File: config.mk
export PLATFORM = sky130hd
export DESIGN_NAME = serial_frame_receiver
export DESIGN_NICKNAME = d
export VERILOG_FILES = /design/src/rtl/core/sfr_pkg.sv /design/src/rtl/core/sfr_parse.sv /design/src/rtl/core/serial_frame_receiver.sv
export SDC_FILE = /design/constraint.sdc
export NUM_CORES = 1
export LEC_CHECK = 0
export BUFFER_PORTS_ARGS = -buffer_cell sky130_fd_sc_hd__clkbuf_2
export CAP_MARGIN = 10
export CORE_MARGIN = 10
export CORE_UTILIZATION = 45
export DETAILED_ROUTE_END_ITERATION = 6
export GPL_TIMING_DRIVEN = 0
export SYNTH_ARGS = -nofsm -noshare
export SYNTH_HDL_FRONTEND = slang
export SYNTH_SLANG_ARGS = --single-unit
File: constraint.sdc
create_clock -name clk -period 3.2 [get_ports clk]
set_input_delay 0.16 -clock clk [delete_from_list [all_inputs] [get_ports clk]]
set_output_delay 0.16 -clock clk [all_outputs]
set_load 0.005 [all_outputs]
File: src/rtl/core/sfr_pkg.sv
// sfr_pkg: types, codes and framing constants of the serial frame receiver
// no dependencies; imported by sfr_parse and serial_frame_receiver
package sfr_pkg;

	localparam logic [7:0] HEAD_BYTE     = 8'h3C;
	localparam logic [7:0] TAIL_BYTE     = 8'h0D;
	localparam logic [7:0] WAKE_TYPE     = 8'hC0;
	localparam logic [7:0] TYPE_BASE     = 8'h80;
	localparam logic [7:0] TYPE_LAST     = 8'h8A;
	localparam logic [7:0] POS_MAX       = 8'hFF;
	localparam logic [7:0] MAX_LEN_RESET = 8'd250;

	typedef enum logic [2:0] {
		ROLE_HEAD     = 3'd0,
		ROLE_TYPE     = 3'd1,
		ROLE_LENGTH   = 3'd2,
		ROLE_PAYLOAD  = 3'd3,
		ROLE_CHECKSUM = 3'd4,
		ROLE_TAIL     = 3'd5
	} role_t;

	typedef enum logic [4:0] {
		PH_IDLE = 5'b00001,
		PH_TYPE = 5'b00010,
		PH_LEN  = 5'b00100,
		PH_DATA = 5'b01000,
		PH_TAIL = 5'b10000
	} phase_t;

	typedef struct packed {
		phase_t     phase;
		logic [7:0] payload_len;
		logic [7:0] payload_count;
		logic [7:0] position;
		logic       is_wake;
		logic       indicator;
	} parse_state_t;

	typedef struct packed {
		role_t      role;
		logic [7:0] pos;
		logic       accepted;
		logic       rejected;
		logic       frame_done;
		logic       wake_event;
		logic       indicator_on;
	} parse_result_t;

endpackage

File: src/rtl/core/sfr_parse.sv
// sfr_parse: next-state and result logic for one received byte
// depends on sfr_pkg
module sfr_parse
	import sfr_pkg::*;
(
	input  parse_state_t  cur,
	input  logic [7:0]    rx_byte,
	input  logic [7:0]    max_len,
	output parse_state_t  nxt,
	output parse_result_t res
);

	logic ok;
	logic done;
	logic wake;
	role_t role;
	parse_state_t upd;

	always_comb begin
		upd  = cur;
		ok   = 1'b0;
		done = 1'b0;
		wake = 1'b0;
		role = ROLE_HEAD;
		unique case (cur.phase)
			PH_TYPE: begin
				role = ROLE_TYPE;
				if (rx_byte == WAKE_TYPE || (rx_byte > TYPE_BASE && rx_byte <= TYPE_LAST)) begin
					ok = 1'b1;
					upd.phase = PH_LEN;
					if (rx_byte == WAKE_TYPE) begin
						upd.is_wake   = 1'b1;
						upd.indicator = 1'b1;
					end
				end
			end
			PH_LEN: begin
				role = ROLE_LENGTH;
				if (rx_byte <= max_len) begin
					ok = 1'b1;
					upd.payload_len = rx_byte;
					upd.phase = PH_DATA;
				end
			end
			PH_DATA: begin
				ok = 1'b1;
				if (cur.payload_count < cur.payload_len) begin
					role = ROLE_PAYLOAD;
					upd.payload_count = cur.payload_count + 8'd1;
				end else begin
					role = ROLE_CHECKSUM;
					upd.phase = PH_TAIL;
				end
			end
			PH_TAIL: begin
				role = ROLE_TAIL;
				if (rx_byte == TAIL_BYTE) begin
					ok   = 1'b1;
					done = 1'b1;
					if (cur.is_wake) begin
						wake = 1'b1;
						upd.indicator = 1'b0;
					end
				end
			end
			default: begin
				role = ROLE_HEAD;
				if (rx_byte == HEAD_BYTE) begin
					ok = 1'b1;
					upd.phase = PH_TYPE;
				end
			end
		endcase

		nxt = upd;
		if (!ok || done) begin
			nxt.phase         = PH_IDLE;
			nxt.payload_len   = 8'd0;
			nxt.payload_count = 8'd0;
			nxt.position      = 8'd0;
			nxt.is_wake       = 1'b0;
			if (!ok) begin
				nxt.indicator = 1'b0;
			end
		end else if (cur.position != POS_MAX) begin
			nxt.position = cur.position + 8'd1;
		end

		res.role         = role;
		res.pos          = cur.position;
		res.accepted     = ok;
		res.rejected     = !ok;
		res.frame_done   = done;
		res.wake_event   = wake;
		res.indicator_on = nxt.indicator;
	end

endmodule

File: src/rtl/core/serial_frame_receiver.sv
// serial_frame_receiver: top level, input register, frame state and result register
// depends on sfr_pkg and sfr_parse
//
// Takes one received serial byte per item and reports, for each byte, its role in the
// frame (head 0x3C, type, length, payload, checksum, tail 0x0D), its position, whether it
// was accepted or broke the frame, frame completion, wake frames and the download
// indicator level. One result item per input item, in order. Throughput is one byte per
// clock while out_ready is high. The result passes through the input register, then the
// combinational parse step into the result register; out_ready low holds it there.
// The frame state update is combinational, so consecutive bytes follow without waiting
// on it. The length limit register resets to 250 and is written through the cfg channel,
// which is always ready.
module serial_frame_receiver
	import sfr_pkg::*;
(
	input  logic       clk,
	input  logic       arst_n,
	input  logic       cfg_valid,
	output logic       cfg_ready,
	input  logic [7:0] cfg_data,
	input  logic       in_valid,
	output logic       in_ready,
	input  logic [7:0] rx_byte,
	output logic       out_valid,
	input  logic       out_ready,
	output logic [2:0] byte_role,
	output logic [7:0] frame_pos,
	output logic       accepted,
	output logic       rejected,
	output logic       frame_done,
	output logic       wake_event,
	output logic       indicator_on
);

	logic          valid_s1;
	logic [7:0]    byte_s1;
	logic          valid_s2;
	parse_result_t res_s2;
	logic [7:0]    max_len_q;
	parse_state_t  state_q;
	parse_state_t  state_nxt;
	parse_result_t res_nxt;
	logic          adv_s1;

	assign cfg_ready = 1'b1;
	assign adv_s1    = valid_s1 && (!valid_s2 || out_ready);
	assign in_ready  = !valid_s1 || adv_s1;

	sfr_parse u_parse (
		.cur     (state_q),
		.rx_byte (byte_s1),
		.max_len (max_len_q),
		.nxt     (state_nxt),
		.res     (res_nxt)
	);

	always_ff @(posedge clk or negedge arst_n) begin
		if (!arst_n) begin
			max_len_q <= MAX_LEN_RESET;
		end else if (cfg_valid) begin
			max_len_q <= cfg_data;
		end
	end

	always_ff @(posedge clk or negedge arst_n) begin
		if (!arst_n) begin
			valid_s1 <= 1'b0;
		end else if (in_ready) begin
			valid_s1 <= in_valid;
		end
	end

	always_ff @(posedge clk) begin
		if (in_valid && in_ready) begin
			byte_s1 <= rx_byte;
		end
	end

	always_ff @(posedge clk or negedge arst_n) begin
		if (!arst_n) begin
			state_q.phase         <= PH_IDLE;
			state_q.payload_len   <= 8'd0;
			state_q.payload_count <= 8'd0;
			state_q.position      <= 8'd0;
			state_q.is_wake       <= 1'b0;
			state_q.indicator     <= 1'b0;
		end else if (adv_s1) begin
			state_q <= state_nxt;
		end
	end

	always_ff @(posedge clk or negedge arst_n) begin
		if (!arst_n) begin
			valid_s2 <= 1'b0;
		end else if (!valid_s2 || out_ready) begin
			valid_s2 <= valid_s1;
		end
	end

	always_ff @(posedge clk) begin
		if (adv_s1) begin
			res_s2 <= res_nxt;
		end
	end

	assign out_valid    = valid_s2;
	assign byte_role    = res_s2.role;
	assign frame_pos    = res_s2.pos;
	assign accepted     = res_s2.accepted;
	assign rejected     = res_s2.rejected;
	assign frame_done   = res_s2.frame_done;
	assign wake_event   = res_s2.wake_event;
	assign indicator_on = res_s2.indicator_on;

`ifndef SYNTHESIS
	a_count_le_len: assert property (@(posedge clk) disable iff (!arst_n)
		state_q.payload_count <= state_q.payload_len)
		else $error("payload count ran past length");

	a_ind_in_wake: assert property (@(posedge clk) disable iff (!arst_n)
		state_q.indicator |-> state_q.is_wake)
		else $error("indicator lit outside a wake frame");

	a_done_clears: assert property (@(posedge clk) disable iff (!arst_n)
		adv_s1 && res_nxt.frame_done |=> state_q.phase == PH_IDLE && state_q.position == 8'd0)
		else $error("parser not cleared after tail");

	a_wake_result: assert property (@(posedge clk) disable iff (!arst_n)
		out_valid && wake_event |-> frame_done && !indicator_on && accepted)
		else $error("wake item without completed frame");
`endif

endmodule
==> metrics.cfg <==
[run_status]
violations = hold timing
run_status = finished, violations left

[clock_tree]
worstSkewPairLatency_ns = 0.34
cts_sinks = 65
clk_pin_slew_ns = 0.07
postCtsSetupRepairBufs = 0
cts_buffers = 9
clockBufferDepth = 2
cts_resized = 0
root_buffer = clkbuf_8
cts_tree = done
htreeDepth = 3

[synthesis]
ys_warn_count = 0
yosysSeqAreaShare_pct = 53.8
ys_async_sr_fraction_pct = 63.1
synth_cell_types = 52
synthCells = 310
ys_ff_latch = 65
synth_ff_type = dfrtp_1
syn_avg_cell_area_sq_um = 10.5
netlist_area_sq_um = 3260
synth_nets = 348
synth_edf_count = 24

[timing]
min_period_ns = 2.71
skew_ns = 0.00966
rsz0062_at_grt = false
worstMarginPinSlew_ns = 1.05
hold_viol_final = 7
timing.fmax_mhz = 370
finalSetupViolations = 0
fin_tns_setup_ns = 0
setup_slack_ns = 0.494
slew_headroom_pct = 29.8
whs_ns = -0.00865
fin_crit_sh_pct = 84.6
drv_slew = 0

[floorplanning]
die-area_sq_um = 11100
start_util_pct = 47.2
die_h_um = 105
rows = 30
die_w_um = 105
coreArea_sq_um = 6910
ios = 40

[setup_path]
critPathMaxStageDelay_ns = 0.67
worst_setup_path_start_kind = register
critPathRequiredTime_ns = 3.43
crit_chain = ha_1 > nand4_1 > o21a_1 > nor4_2 > clkbuf_1 > nand2_1 > o31ai_1
crit_type = register to register
critPathCaptureType = register
crit_arrival_ns = 2.93
critPathSlowestCell = nor4_2
worstPathMaxFanout = 10

[power]
fin_total_pwr_mw = 2.11
ir_drop_mv = 0.276
power.density_nw_per_um2 = 551
combPwrFrac_pct = 20.1
p_sw_share_pct = 29.5
internal-power_mw = 1.49
switchingPower_mw = 0.624
p_clk_share_pct = 32.9
leakagePower_nw = 1.61
pwr-share-seq_pct = 47.1

[grt]
grt_util_all_layers_pct = 13.1
grt_pass1_wl_mm = 11.8
antenna_found_initial = 0
grt_pass1_vias = 2415
overflow = 0
grt_max_degree = 42

[placement]
place.gp.congestion = 0.836
dp_cells = 444
portBuffers = 38
hpwl_mm = 5.06
dp_worst_setup_slack_ns = 0.565

[detailed_routing]
finalWirelength_mm = 7.15
drc = 0
antenna_left = 0
num_vias = 2459
detail_route.wl_per_cell_um = 15.3
avgViaCountPerCell = 5.27
first_pass_iters = 4
drt_iter0_markers = 144

[worst_hold_path]
hold_path.class = input port to asynchronous set/reset pin

[finish]
nNetsFinal = 404
area_growth_pct = 17.7
n_antenna_cell = 0
drive_above_1_share_pct = 19.4
stdcell_count = 467
nFillCells = 643
final_core_util_pct = 55.6

[run]
cap_viol_max_count = 0

area by class of cell:
cell class	count	area (sq um)	share of cell area [%]
plain buffers	11	48.8	1.27
inverters	18	67.6	1.76
multi-input cells	216	1390	36.2
flip-flops and latches	65	1760	45.7
clock buffers	11	141	3.68
clock inverters	5	55.1	1.43
well taps	96	120	3.13
repair buffers	45	260	6.78
power groups by stage:
stage | combinational [mW] | clock, mW | sequential [mW]
6_report | 0.424 | 0.695 | 0.995
5_1_grt | 0.472 | 0.746 | 1.01
4_1_cts | 0.427 | 0.705 | 0.995
3_5_place_dp | 0.417 | 0 | 1.01
3_3_place_gp | 0.409 | 0 | 1.01
2_1_floorplan | 0.284 | 0 | 0.999
cell usage in the layout (no fill, tap or decap), drive strengths merged, types with 9 or more instances in the layout:
cell	n
nand2	36
clkbuf	55
edfxtp	24
inv	17
dfrtp	34
o21ai	19
o31ai	9
nor2	32
ha	17
worst paths after layout:
path / from / to / slack [ns] / cells past startpoint
max in group asynchronous: arst_n / state_q[20] / 2.55 / 1
min reg2reg: state_q[1] / state_q[1] / 0.50 / 2
min: arst_n / valid_s1 / -0.009 / 1
min in group clk: in_valid / valid_s1 / 0.01 / 2
max: byte_s1[3] / state_q[23] / 0.49 / 7
max reg2reg: byte_s1[3] / state_q[23] / 0.49 / 7
per-layer routing:
layer | up-vias | part of all wire, % | global-route usage, %
met3 | 7 | 5.2 | 3.99
li1 | 1219 | - | -
met2 | 57 | 46 | 21.1
met1 | 1176 | 47 | 16.2
met4 | 0 | 1.1 | 4.71
met5 | - | 0 | 0
through the flow:
step | hold WS (ns) | cell area (sq um)
3_5_place_dp | 0.339 | 3570
3_3_place_gp | 0.338 | 3570
5_1_grt | 0.00998 | 3840
2_1_floorplan | -0.136 | 3260
4_1_cts | 0.000395 | 3840
6_report | -0.00865 | 3840
what timing repair did:
action,in CTS,in global routing
endpoints found under the hold margin,7,0
endpoints found under the setup margin,0,0
hold buffers,7,0
logic make-up after synthesis:
family | synth area share, %
AND/OR/NAND/NOR | 17.5
AO/OA/AOI/OAI | 14.4
flip-flops | 53.8
buffers and inverters | 3.57
adder cells (fa/ha/maj) | 6.52
XOR/XNOR | 3.49
multiplexers | 0.652
other | 0.115
flip-flops by register name, indices dropped and copies added, names as in the netlist:
name,flops
state_q,31
accepted,1
indicator_on,1
frame_done,1
byte_s1,8
frame_pos,8
rejected,1
byte_role,3
max_len_q,8
out_valid,1
wake_event,1
valid_s1,1
synth_stat cells (all sizes together), types with 2 or more instances:
library cell | n | area, sq um
a2111o | 2 | 22.5
a211o | 4 | 35.0
a211oi | 4 | 30.0
a21o | 2 | 15.0
a21oi | 8 | 40.0
a2bb2oi | 2 | 17.5
and2 | 4 | 25.0
buf | 5 | 26.3
clkbuf | 6 | 22.5
dfrtp | 34 | 851
dfstp | 7 | 184
edfxtp | 24 | 721
ha | 17 | 213
inv | 17 | 63.8
nand2 | 36 | 135
nand2b | 8 | 50.1
nand3 | 7 | 35.0
nand4 | 8 | 50.1
nor2 | 32 | 120
nor2b | 3 | 18.8
nor3 | 8 | 40.0
o211ai | 2 | 15.0
o21a | 2 | 15.0
o21ai | 19 | 95.1
o22ai | 2 | 12.5
o31ai | 9 | 67.6
o32ai | 3 | 45.1
o41ai | 2 | 17.5
or2 | 2 | 12.5
or3 | 2 | 12.5
xnor2 | 7 | 61.3
xor2 | 6 | 52.6
worst max-delay path: cells and delay by family (launching register included):
family,cells,cell delay (ns)
simple gates,3,0.93
flops,1,0.53
fa+ha+maj,1,0.39
buf+inv,1,0.39
compound gates,2,0.33
Power figures use the tool's default switching activity.
